--- config.mk ---
export PLATFORM = sky130hd
export DESIGN_NAME = rvx_alu
export DESIGN_NICKNAME = d
export VERILOG_FILES = /design/src/design/rvx_pkg.sv /design/src/design/rvx_alu.sv
export SDC_FILE = /design/constraint.sdc
export NUM_CORES = 1
export LEC_CHECK = 0
export BUFFER_PORTS_ARGS = -buffer_cell sky130_fd_sc_hd__buf_2
export CORE_ASPECT_RATIO = 1.4
export CORE_MARGIN = 8
export CORE_UTILIZATION = 40
export DETAILED_ROUTE_END_ITERATION = 10
export SYNTH_ARGS = -nofsm -noshare
export SYNTH_HDL_FRONTEND = slang
export SYNTH_SLANG_ARGS = --single-unit
export TNS_END_PERCENT = 5
--- constraint.sdc ---
create_clock -name vclk -period 5.1
set_input_delay 0.765 -clock vclk [all_inputs]
set_output_delay 0.765 -clock vclk [all_outputs]
set_load 0.03 [all_outputs]
--- src/design/rvx_pkg.sv ---
// rvx_pkg: types and constants shared by the rv32i execute core
// request and response payloads, opcode and funct3 codes, writeback control
// no dependencies
`timescale 1ns / 1ps
`default_nettype none

package rvx_pkg;

  localparam logic [1:0] REQ_EXEC    = 2'd0;
  localparam logic [1:0] REQ_PRELOAD = 2'd1;
  localparam logic [1:0] REQ_READ    = 2'd2;
  localparam logic [1:0] REQ_UNUSED  = 2'd3;

  localparam logic [6:0] OPC_BRANCH = 7'h63;
  localparam logic [6:0] OPC_ALUIMM = 7'h13;
  localparam logic [6:0] OPC_LOAD   = 7'h03;
  localparam logic [6:0] OPC_STORE  = 7'h23;
  localparam logic [6:0] OPC_ALUREG = 7'h33;
  localparam logic [6:0] OPC_JAL    = 7'h6F;
  localparam logic [6:0] OPC_JALR   = 7'h67;
  localparam logic [6:0] OPC_LUI    = 7'h37;
  localparam logic [6:0] OPC_AUIPC  = 7'h17;

  localparam logic [2:0] F3_ADD  = 3'd0;
  localparam logic [2:0] F3_SLL  = 3'd1;
  localparam logic [2:0] F3_SLT  = 3'd2;
  localparam logic [2:0] F3_SLTU = 3'd3;
  localparam logic [2:0] F3_XOR  = 3'd4;
  localparam logic [2:0] F3_SR   = 3'd5;
  localparam logic [2:0] F3_OR   = 3'd6;
  localparam logic [2:0] F3_AND  = 3'd7;

  localparam logic [2:0] F3_BEQ  = 3'd0;
  localparam logic [2:0] F3_BNE  = 3'd1;
  localparam logic [2:0] F3_BLT  = 3'd4;
  localparam logic [2:0] F3_BGE  = 3'd5;
  localparam logic [2:0] F3_BLTU = 3'd6;
  localparam logic [2:0] F3_BGEU = 3'd7;

  localparam logic [2:0] F3_LB  = 3'd0;
  localparam logic [2:0] F3_LH  = 3'd1;
  localparam logic [2:0] F3_LW  = 3'd2;
  localparam logic [2:0] F3_LBU = 3'd4;
  localparam logic [2:0] F3_LHU = 3'd5;

  localparam logic [2:0] F3_SB = 3'd0;
  localparam logic [2:0] F3_SH = 3'd1;
  localparam logic [2:0] F3_SW = 3'd2;

  localparam logic [2:0] F3_JALR = 3'd0;

  typedef struct packed {
    logic [1:0]  req_type;
    logic [31:0] instruction;
    logic [11:0] mem_word_index;
    logic [31:0] mem_word_data;
    logic [4:0]  reg_index;
  } req_t;

  typedef struct packed {
    logic [31:0] next_pc;
    logic [31:0] read_value;
    logic        branch_taken;
    logic        illegal;
  } rsp_t;

  typedef struct packed {
    logic        is_load;
    logic [4:0]  rd;
    logic [2:0]  f3;
    logic [1:0]  boff;
    logic [31:0] val;
  } wb_t;

endpackage

`default_nettype wire

--- src/design/rvx_alu.sv ---
// rvx_alu: integer alu and branch condition unit
// depends on rvx_pkg
`timescale 1ns / 1ps
`default_nettype none

module rvx_alu (
  input  wire logic [31:0] a,
  input  wire logic [31:0] b,
  input  wire logic [2:0]  f3,
  input  wire logic        alt,
  output      logic [31:0] y,
  output      logic        cond
);
  import rvx_pkg::*;

  logic lt_s;
  logic lt_u;

  assign lt_s = $signed(a) < $signed(b);
  assign lt_u = a < b;

  always_comb begin
    case (f3)
      F3_ADD:  y = alt ? a - b : a + b;
      F3_SLL:  y = a << b[4:0];
      F3_SLT:  y = {31'd0, lt_s};
      F3_SLTU: y = {31'd0, lt_u};
      F3_XOR:  y = a ^ b;
      F3_SR:   y = alt ? 32'($signed(a) >>> b[4:0]) : a >> b[4:0];
      F3_OR:   y = a | b;
      default: y = a & b;
    endcase
  end

  always_comb begin
    case (f3)
      F3_BEQ:  cond = a == b;
      F3_BNE:  cond = a != b;
      F3_BLT:  cond = lt_s;
      F3_BGE:  cond = !lt_s;
      F3_BLTU: cond = lt_u;
      F3_BGEU: cond = !lt_u;
      default: cond = 1'b0;
    endcase
  end

endmodule

`default_nettype wire

==> impl_metrics.json <==
{
  "ff_latch_area_um2": 0,
  "yosysMostFrequentCell": "nor2_1",
  "ys_warn_count": 0,
  "crit_path_start_kind": "primary input",
  "synth_top_area_share_pct": 13.9,
  "seq_cells": 0,
  "rsz0062_at_grt": "no",
  "cp_slowest_cell": "nor4_1",
  "area_growth_pct": 11.4,
  "vias_per_cell": 6.69,
  "powerDensity_nw_per_um2": 131,
  "place_hpwl_um": 35000,
  "crit_end": "y[28]",
  "track_usage_pct": 31.3,
  "portBuffers": 101,
  "finalMaxSlewViolations": 0,
  "drt_iter0_markers": 1409,
  "layout.nets": 1546,
  "design.die.area_um2": 27400,
  "num_vias": 11200,
  "drive_above_1_share_pct": 18.7,
  "tightestPinTransition_ps": 831,
  "coreArea_um2": 21900,
  "synth.area.top_cells": "mux4_2, ha_1, a21oi_1",
  "setup_violations": 0,
  "io_pins": 101,
  "seq_area_frac_synth_pct": 0,
  "antenna_found_initial": 0,
  "end_kind": "output port",
  "die_y_um": 193,
  "firstDrtPassIters": 6,
  "required_ps": 4340,
  "cpPeakStageDelay_ps": 610,
  "holdWs_ps": 2170,
  "overflow": 0,
  "crit_cells": 14,
  "cp_top_family": "compound AO/OA/AOI/OAI gates",
  "fin_crit_sh_pct": 94.9,
  "post_cts_buffers": 0,
  "ir_drop_uv": 71.9,
  "p_leak_nw": 4.34,
  "route.detailed.drc": 0,
  "grt_pass1_vias": 10600,
  "ctsResizeCount": 0,
  "fin_setup_tns_ps": 0,
  "die_w_um": 142,
  "fmaxAchievable_ghz": 0.207,
  "detail_route.wl_per_cell_um": 26.6,
  "drv_cap": 0,
  "syn_nets": 1480,
  "worstHoldPathType": "primary input to output port",
  "rows": 64,
  "initial_utilization_pct": 40.8,
  "yosysTopAreaCell": "mux4_2",
  "syn_area_um2": 8920,
  "n_fill_cell": 2362,
  "ys_types": 76,
  "finalWeightedCongestion": 1.01,
  "crit_start": "a[11]",
  "worstPathCellList": "buf_2 -> inv_1 -> ha_1 -> nor4_1 -> inv_1 -> a211oi_1 -> buf_4 -> o21ai_1 -> a211oi_1 -> o31ai_1 -> a21boi_0 -> o21ai_1 -> a21oi_1 -> buf_2",
  "arrival_ps": 4070,
  "ant_nets": 0,
  "min_period_ps": 4840,
  "synthCells": 1313,
  "path_buf_inv": 5,
  "clkbuf_count": 0,
  "n_antenna_cell": 0,
  "synth_commonest_cells": "nor2_1, a21oi_1, ha_1, inv_1",
  "dp.cells": 1674,
  "relSlewSlack_pct": 44.4,
  "fin_cells": 1674,
  "hold_buffers": 0,
  "status": "complete, no violations",
  "finalHoldViolCount": 0,
  "grt_pass1_wl_um": 65600,
  "worstSetupPathType": "primary input to output port",
  "avgSynthCellArea_um2": 6.79,
  "grt_max_degree": 74,
  "worstPathMaxFanout": 11,
  "wl_um": 44600
}
logic make-up after synthesis:
family | count (synthesis) | share of synthesized area [%]
and+or+nand+nor | 399 | 20.2
muxes | 99 | 19.0
xor gates and xnor gates | 26 | 2.55
buffers and inverters | 206 | 8.98
adders and majority gates | 99 | 14.1
AOI/OAI and AO/OA | 484 | 35.2
final cells by class:
| cell class | instances | area, µm² | area share (%) |
|---|---|---|---|
| multi-input combinational | 1107 | 8120 | 81.8 |
| tap | 297 | 372 | 3.74 |
| timing repair buffer | 170 | 1070 | 10.7 |
| inverter | 100 | 375 | 3.78 |
worst min-delay path by stage:
stage / startpoint / endpoint / cells after the start
finish: b[9] / y[9] / 5
global route: b[9] / y[9] / 5
CTS: b[9] / y[9] / 5
detailed placement: b[9] / y[9] / 5
global placement: b[14] / y[14] / 5
floorplan: b[1] / y[1] / 3
power by group:
| group | internal (mW) | switching (mW) | leakage [nW] | total, mW |
|---|---|---|---|---|
| combinational | 0.463 | 0.839 | 4.34 | 1.30 |
| sequential | 0 | 0 | 0 | 0 |
| clock | 0 | 0 | 0 | 0 |
tightest hold or removal path, stage by stage:
cell and delay [ps]:
buf_2 110, ha_1 210, nor2_1 110, a21oi_1 40, buf_2 170
cells in the final DEF, fill, tap and decap left out, types with 6 or more instances in the layout:
| cell | instances |
|---|---|
| and3_1 | 10 |
| o2111ai_1 | 7 |
| a31oi_1 | 25 |
| a21o_1 | 16 |
| o21a_1 | 7 |
| buf_2 | 99 |
| xnor2_1 | 21 |
| a211oi_1 | 21 |
| mux4_2 | 55 |
| a21oi_1 | 174 |
| o21ai_1 | 8 |
| o22ai_1 | 12 |
| ha_1 | 97 |
| nor2_1 | 176 |
| nor4_1 | 11 |
| nand3_1 | 24 |
| nor2b_1 | 12 |
| a221oi_1 | 17 |
| nor3_1 | 36 |
| buf_4 | 68 |
| o221ai_1 | 8 |
| mux2_2 | 8 |
| or3_1 | 14 |
| o21bai_1 | 11 |
| nand2b_1 | 7 |
| inv_1 | 96 |
| mux2i_1 | 35 |
| o211ai_1 | 19 |
| a211o_1 | 6 |
| nand2_1 | 80 |
| a22oi_1 | 9 |
| o21ai_0 | 80 |
| or4_1 | 6 |
| o31ai_1 | 12 |
metrics by stage:
| step | worst slack, ps | power [mW] | utilization, % | instance area, µm² |
|---|---|---|---|---|
| 2_1_floorplan | 28.6 | 0.820 | - | 8920 |
| 3_3_place_gp | 383 | 1.26 | 45.4 | 9940 |
| 3_5_place_dp | 343 | 1.26 | 45.4 | 9940 |
| 4_1_cts | 328 | 1.27 | 45.4 | 9940 |
| 5_1_grt | 24.4 | 1.38 | 45.4 | 9940 |
| 6_report | 261 | 1.30 | 45.4 | 9940 |
layer usage:
layer | vias up | share of wire [%] | global-route usage, %
li1 | 5016 | - | -
met1 | 5325 | 39 | 39.6
met2 | 725 | 47 | 52.1
met3 | 132 | 8.6 | 4.09
met4 | 0 | 5.0 | 13.7
met5 | - | 0 | 0
Note: power is estimated with default switching activity, not from simulation.
