[src/design/rvx_pkg.sv]
// rvx_pkg: types and constants shared by the rv32i execute core
// request and response payloads, opcode and funct3 codes, writeback control
// no dependencies
`timescale 1ns / 1ps
`default_nettype none

package rvx_pkg;

  localparam logic [1:0] REQ_EXEC    = 2'd0;
  localparam logic [1:0] REQ_PRELOAD = 2'd1;
  localparam logic [1:0] REQ_READ    = 2'd2;
  localparam logic [1:0] REQ_UNUSED  = 2'd3;

  localparam logic [6:0] OPC_BRANCH = 7'h63;
  localparam logic [6:0] OPC_ALUIMM = 7'h13;
  localparam logic [6:0] OPC_LOAD   = 7'h03;
  localparam logic [6:0] OPC_STORE  = 7'h23;
  localparam logic [6:0] OPC_ALUREG = 7'h33;
  localparam logic [6:0] OPC_JAL    = 7'h6F;
  localparam logic [6:0] OPC_JALR   = 7'h67;
  localparam logic [6:0] OPC_LUI    = 7'h37;
  localparam logic [6:0] OPC_AUIPC  = 7'h17;

  localparam logic [2:0] F3_ADD  = 3'd0;
  localparam logic [2:0] F3_SLL  = 3'd1;
  localparam logic [2:0] F3_SLT  = 3'd2;
  localparam logic [2:0] F3_SLTU = 3'd3;
  localparam logic [2:0] F3_XOR  = 3'd4;
  localparam logic [2:0] F3_SR   = 3'd5;
  localparam logic [2:0] F3_OR   = 3'd6;
  localparam logic [2:0] F3_AND  = 3'd7;

  localparam logic [2:0] F3_BEQ  = 3'd0;
  localparam logic [2:0] F3_BNE  = 3'd1;
  localparam logic [2:0] F3_BLT  = 3'd4;
  localparam logic [2:0] F3_BGE  = 3'd5;
  localparam logic [2:0] F3_BLTU = 3'd6;
  localparam logic [2:0] F3_BGEU = 3'd7;

  localparam logic [2:0] F3_LB  = 3'd0;
  localparam logic [2:0] F3_LH  = 3'd1;
  localparam logic [2:0] F3_LW  = 3'd2;
  localparam logic [2:0] F3_LBU = 3'd4;
  localparam logic [2:0] F3_LHU = 3'd5;

  localparam logic [2:0] F3_SB = 3'd0;
  localparam logic [2:0] F3_SH = 3'd1;
  localparam logic [2:0] F3_SW = 3'd2;

  localparam logic [2:0] F3_JALR = 3'd0;

  typedef struct packed {
    logic [1:0]  req_type;
    logic [31:0] instruction;
    logic [11:0] mem_word_index;
    logic [31:0] mem_word_data;
    logic [4:0]  reg_index;
  } req_t;

  typedef struct packed {
    logic [31:0] next_pc;
    logic [31:0] read_value;
    logic        branch_taken;
    logic        illegal;
  } rsp_t;

  typedef struct packed {
    logic        is_load;
    logic [4:0]  rd;
    logic [2:0]  f3;
    logic [1:0]  boff;
    logic [31:0] val;
  } wb_t;

endpackage

`default_nettype wire

[src/design/rvx_load_align.sv]
// rvx_load_align: picks and extends the loaded byte, halfword or word
// depends on rvx_pkg
`timescale 1ns / 1ps
`default_nettype none

module rvx_load_align (
  input  wire logic [2:0]  f3,
  input  wire logic [1:0]  boff,
  input  wire logic [31:0] word,
  output      logic [31:0] value
);
  import rvx_pkg::*;

  logic [31:0] shifted;
  logic [15:0] half;

  assign shifted = word >> {boff, 3'b000};
  assign half    = boff[1] ? word[31:16] : word[15:0];

  always_comb begin
    case (f3)
      F3_LB:   value = {{24{shifted[7]}}, shifted[7:0]};
      F3_LH:   value = {{16{half[15]}}, half};
      F3_LBU:  value = {24'd0, shifted[7:0]};
      F3_LHU:  value = {16'd0, half};
      default: value = word;
    endcase
  end

endmodule

`default_nettype wire

[config.mk]
export PLATFORM = sky130hd
export DESIGN_NAME = rvx_load_align
export DESIGN_NICKNAME = d
export VERILOG_FILES = /design/src/design/rvx_pkg.sv /design/src/design/rvx_load_align.sv
export SDC_FILE = /design/constraint.sdc
export NUM_CORES = 1
export LEC_CHECK = 0
export BUFFER_PORTS_ARGS = -buffer_cell sky130_fd_sc_hd__buf_4
export CAP_MARGIN = 10
export CORE_AREA = 5 5 49 51
export DETAILED_ROUTE_END_ITERATION = 10
export DIE_AREA = 0 0 54 56
export PLACE_DENSITY = 0.95
export SLEW_MARGIN = 20
export SYNTH_ARGS = -nofsm -noshare
export SYNTH_HDL_FRONTEND = slang
export SYNTH_SLANG_ARGS = --single-unit
[constraint.sdc]
create_clock -name vclk -period 3.8
set_clock_uncertainty 0.15 [all_clocks]
set_input_delay 0.38 -clock vclk [all_inputs]
set_output_delay 0.38 -clock vclk [all_outputs]
set_load 0.02 [all_outputs]
==> flow_metrics.tcl, run 1 <==
set metrics [dict create \
    hold_start "word[19]" \
    core_sq_um 1900 \
    muxShareOfSynthArea_pct 21.8 \
    hold_path.class "input port to output port" \
    period_needed_ps 2530 \
    antenna_found_initial 0 \
    p_int_w 0.000102 \
    drive_gt1_share_pct 42.4 \
    pwr-share-clk_pct 0 \
    antenna_cells 0 \
    grt-ovfl-total 0 \
    cts_hold_buf 0 \
    synth_top_area_share_pct 17.5 \
    ff_latch_area_sq_um 0 \
    yosysTopAreaCell "mux2i_1" \
    fp.dieW_um 54 \
    dr.pass1.iters 4 \
    synth_seq_area_share_pct 0 \
    die_area_sq_um 3020 \
    p_leak_nw 0.697 \
    final_common_cell "buf_4" \
    n_fill_cell 151 \
    wl_per_cell_um 15.2 \
    rsz0062_at_grt "no" \
    grt_max_degree 44 \
    synth-compound-area-share_pct 35.1 \
    swShare_pct 52.0 \
    start_util_pct 42.0 \
    synth_cells 118 \
    drc 0 \
    cts_setup_buffers 0 \
    irDropWorstVdd_mv 0.0839 \
    seq_cell_count 0 \
    port_buffers 69 \
    worstHoldEndpoint "value[19]" \
    cts.repair.resized 0 \
    vias 1109 \
    vias_per_cell 5.57 \
    crit_arrival_ps 2000 \
    crit_fanout 16 \
    synthSimpleGateAreaFrac_pct 32.4 \
    syn_area_sq_um 800 \
    rows 16 \
    die_h_um 56 \
    place_congestion 0.755 \
    slew_viol_final 0 \
    relSlewSlack_pct 51.9 \
    fin_crit_sh_pct 66.5 \
    grt_pass1_wl_mm 4.52 \
    dp.cells 199 \
    synth.area.top_cells "mux2i_1 18%, nand2_1 15%, a221o_1 10%" \
    io-pin-count 69 \
    synth_nets 155 \
    multi_input_area_sq_um 713 \
    grt.total_usage_pct 18.3 \
    syn_avg_cell_area_sq_um 6.78 \
    power_switching_w 0.000111 \
    synth-xor-area-share_pct 0 \
    seq_power_share_pct 0 \
    hold_path_depth 4 \
    hold_viol 0 \
    synth_cell_type_count 21 \
    clock.fmax_ghz 0.396 \
    drtIter0Drc 29 \
    powerDensity_nw_per_um2 168 \
    path_class "input port to output port" \
    cp.required_ps 3270 \
    setup_viol 0 \
    num-nets-final 211 \
    combPwrFrac_pct 100.0 \
    nClkBuffers 0 \
    run_status "finished clean" \
    area_growth_pct 58.7 \
    grt_pass1_vias 983 \
    ys_warn_count 0 \
    fin_tns_setup_ps 0 \
    synth_adder_area_share_pct 0 \
    critPathLaunchType "input port" \
    ant_nets 0 \
    maxCapViolations 0 \
    synth_top_family_by_area "compound AO/OA/AOI/OAI gates" \
    layout_common_cells "69 x buf_4, 32 x nand2_1, 14 x mux2i_1" \
    hpwl_mm 2.33 \
    tightest_slew_ps 722 \
    worstSetupEndpointType "output port" \
    wirelength_mm 3.03 \
    finalNonFillerCells 199 \
]
## worst max-delay path by stage
stage,from,endpoint,depth (start not counted)
finish,boff[0],value[16],5
floorplan,boff[0],value[10],5
detailed placement,boff[0],value[16],5
global placement,boff[0],value[28],5
global route,boff[0],value[28],5
CTS,boff[0],value[16],5
## per-layer routing
layer,share of wire [%],GRT usage [%],routed length (um)
met1,39,22.4,1170
met4,0.50,1.07,15
met2,50,33.9,1510
met3,11,2.41,326
met5,0,0,0
## Yosys cell counts
| cell type | instances |
|---|---|
| a21oi_1 | 8 |
| a221o_1 | 8 |
| a22o_1 | 8 |
| a22oi_2 | 1 |
| and2_4 | 1 |
| buf_1 | 1 |
| buf_2 | 3 |
| buf_6 | 3 |
| clkbuf_1 | 8 |
| inv_1 | 1 |
| mux2_2 | 1 |
| mux2i_1 | 14 |
| mux4_2 | 1 |
| nand2_1 | 32 |
| nand3b_1 | 8 |
| nor2b_1 | 8 |
| nor3_1 | 1 |
| nor3b_1 | 1 |
| o21a_1 | 1 |
| o22a_1 | 8 |
| or2b_1 | 1 |
## area by class of cell
cell class / instances / share of cell area (%)
Tap cell: 27 / 2.66
Multi-Input combinational cell: 102 / 56.2
Inverter: 1 / 0.296
Timing Repair Buffer: 69 / 40.8
## stage by stage
stage          hold slack [ps]  utilization (%)  area, sq um  worst slack (ps)  total power (W)
6_report                   918             66.7         1270              1270         0.000213
2_1_floorplan              780                -          800              1660         0.000122
5_1_grt                    933             66.7         1270              1110         0.000228
4_1_cts                    919             66.7         1270              1250         0.000213
3_5_place_dp               919             66.7         1270              1260         0.000213
3_3_place_gp               909             66.7         1270              1340         0.000207
## logic make-up (layout without fill, tap and decap cells)
family                 count (synthesis)  count (layout)
muxes                                 16              16
and+or+nand+nor                       52              52
AOI/OAI and AO/OA                     34              34
buffers and inverters                 16              70
## critical path, cell delays in order
cell and delay (ps):
buf_4 130, mux4_2 550, a22oi_2 620, nand2_1 120, buf_4 190
## power groups by stage
stage / Sequential (W) / Combinational, W / Clock (W)
after floorplan: 0 / 0.000122 / 0
after global placement: 0 / 0.000207 / 0
after detailed placement: 0 / 0.000213 / 0
after CTS: 0 / 0.000213 / 0
after global routing: 0 / 0.000228 / 0
final: 0 / 0.000213 / 0
Note: power is estimated with default switching activity, not from simulation.
==> inputs of run 2 (changes only) <==
--- a/config.mk
+++ b/config.mk
@@ -7,10 +7,10 @@
 export LEC_CHECK = 0
 export BUFFER_PORTS_ARGS = -buffer_cell sky130_fd_sc_hd__buf_4
 export CAP_MARGIN = 10
-export CORE_AREA = 5 5 49 51
+export CORE_AREA = 5 5 51 53
 export DETAILED_ROUTE_END_ITERATION = 10
-export DIE_AREA = 0 0 54 56
-export PLACE_DENSITY = 0.95
+export DIE_AREA = 0 0 56 58
+export PLACE_DENSITY = 0.9
 export SLEW_MARGIN = 20
 export SYNTH_ARGS = -nofsm -noshare
 export SYNTH_HDL_FRONTEND = slang
==> constraint.sdc (replaced) <==
create_clock -name vclk -period 2.56
set_clock_uncertainty 0.15 [all_clocks]
set_input_delay 0.256 -clock vclk [all_inputs]
set_output_delay 0.256 -clock vclk [all_outputs]
set_load 0.02 [all_outputs]
==> run 2 against run 1 <==
  * First-iteration DRC count decreased by 41%
  * Global-route usage down 1.5 points
  * Wire length decreased by 0.13%
  * Critical path depth increased by 1
  * Non-clock buffer count increased by 2
  * Worst setup slack got worse by 690 ps
  * Clock-buffer cell count is the same
  * Flip-flop and latch count unchanged
  * Die area increased by 7.4%
  * Combinational power grew 49%
  * Design area grew 1.3%
  * Critical path type unchanged
  * Largest cell class unchanged
==> flow_metrics.tcl, run 2 (synthesis gave the netlist of run 1 again) <==
set metrics [dict create \
    cp.required_ps 2150 \
    fin_crit_sh_pct 77.3 \
    port_buffers 69 \
    layout_common_cells "71 x buf_4, 32 x nand2_1, 14 x mux2i_1" \
    fp.dieW_um 56 \
    tightest_slew_ps 577 \
    drtIter0Drc 17 \
    drive_gt1_share_pct 43.1 \
    p_leak_nw 0.706 \
    ff_latch_area_sq_um 0 \
    wl_per_cell_um 15.0 \
    critPathLaunchType "input port" \
    final_common_cell "buf_4" \
    maxCapViolations 0 \
    start_util_pct 38.0 \
    grt_max_degree 44 \
    vias_per_cell 5.51 \
    crit_fanout 10 \
    antenna_cells 0 \
    die_h_um 58 \
    run_status "finished clean" \
    fin_total_pwr_w 0.000318 \
    grt.total_usage_pct 16.8 \
    antenna_found_initial 0 \
    cts.repair.resized 0 \
    grt-ovfl-total 0 \
    hold_path.class "input port to output port" \
    period_needed_ps 1980 \
    grt_pass1_wl_mm 4.77 \
    powerDensity_nw_per_um2 248 \
    num-nets-final 213 \
    vias 1114 \
    setup_viol 0 \
    rows 17 \
    hpwl_mm 2.36 \
    drc 0 \
    dr.pass1.iters 4 \
    hold_path_depth 4 \
    place_congestion 0.798 \
    relSlewSlack_pct 61.4 \
    crit_arrival_ps 1570 \
    rsz0062_at_grt "no" \
    n_fill_cell 214 \
    path_class "input port to output port" \
    fin_tns_setup_ps 0 \
    cts_setup_buffers 0 \
    grt_pass1_vias 1068 \
    core_sq_um 2110 \
    worstSetupEndpointType "output port" \
    seq_cell_count 0 \
    wirelength_mm 3.03 \
    area_growth_pct 60.7 \
    die_area_sq_um 3250 \
    io-pin-count 69 \
    clock.fmax_ghz 0.505 \
    slew_viol_final 0 \
    multi_input_area_sq_um 713 \
    cts_hold_buf 0 \
    ant_nets 0 \
    hold_viol 0 \
    irDropWorstVdd_mv 0.125 \
    nClkBuffers 0 \
]
-- run 2: layout make-up --
class | count | area share (%)
multi-input cells | 102 | 55.5
inverters | 1 | 0.292
repair buffers | 71 | 41.5
well taps | 28 | 2.73
-- run 2: power by group --
| group | leakage (nW) | total [W] | internal [W] | switching [W] |
|---|---|---|---|---|
| Sequential | 0 | 0 | 0 | 0 |
| Clock | 0 | 0 | 0 | 0 |
| Combinational | 0.706 | 0.000318 | 0.000154 | 0.000164 |
| Total | 0.706 | 0.000318 | 0.000154 | 0.000164 |
-- run 2: worst max-delay path, cell delays in order --
cell and delay [ps]:
buf_4 140, mux4_2 540, a22oi_2 200, buf_4 200
nand2_1 70, buf_4 160
-- run 2: stage by stage --
stage	setup WS (ps)	instance area (sq um)	instances	hold slack (ps)	util, %
after floorplan	664	800	118	532	-
after global placement	611	1280	202	663	61.0
after detailed placement	575	1280	202	666	61.0
after CTS	575	1280	202	667	61.0
after global routing	518	1280	202	672	61.0
final	581	1280	202	666	61.0
-- run 2: metal layers --
| metal | vias up | part of all wire [%] | global-route usage (%) |
|---|---|---|---|
| met1 | 517 | 39 | 19.3 |
| met3 | 2 | 6.6 | 2.67 |
| met5 | - | 0 | 0 |
| li1 | 547 | - | - |
| met2 | 48 | 54 | 32.9 |
| met4 | 0 | 0.76 | 2.37 |
-- run 2: final timing paths --
path | startpoint | end | slack [ps]
max | boff[0] | value[25] | 580
min | word[19] | value[19] | 670
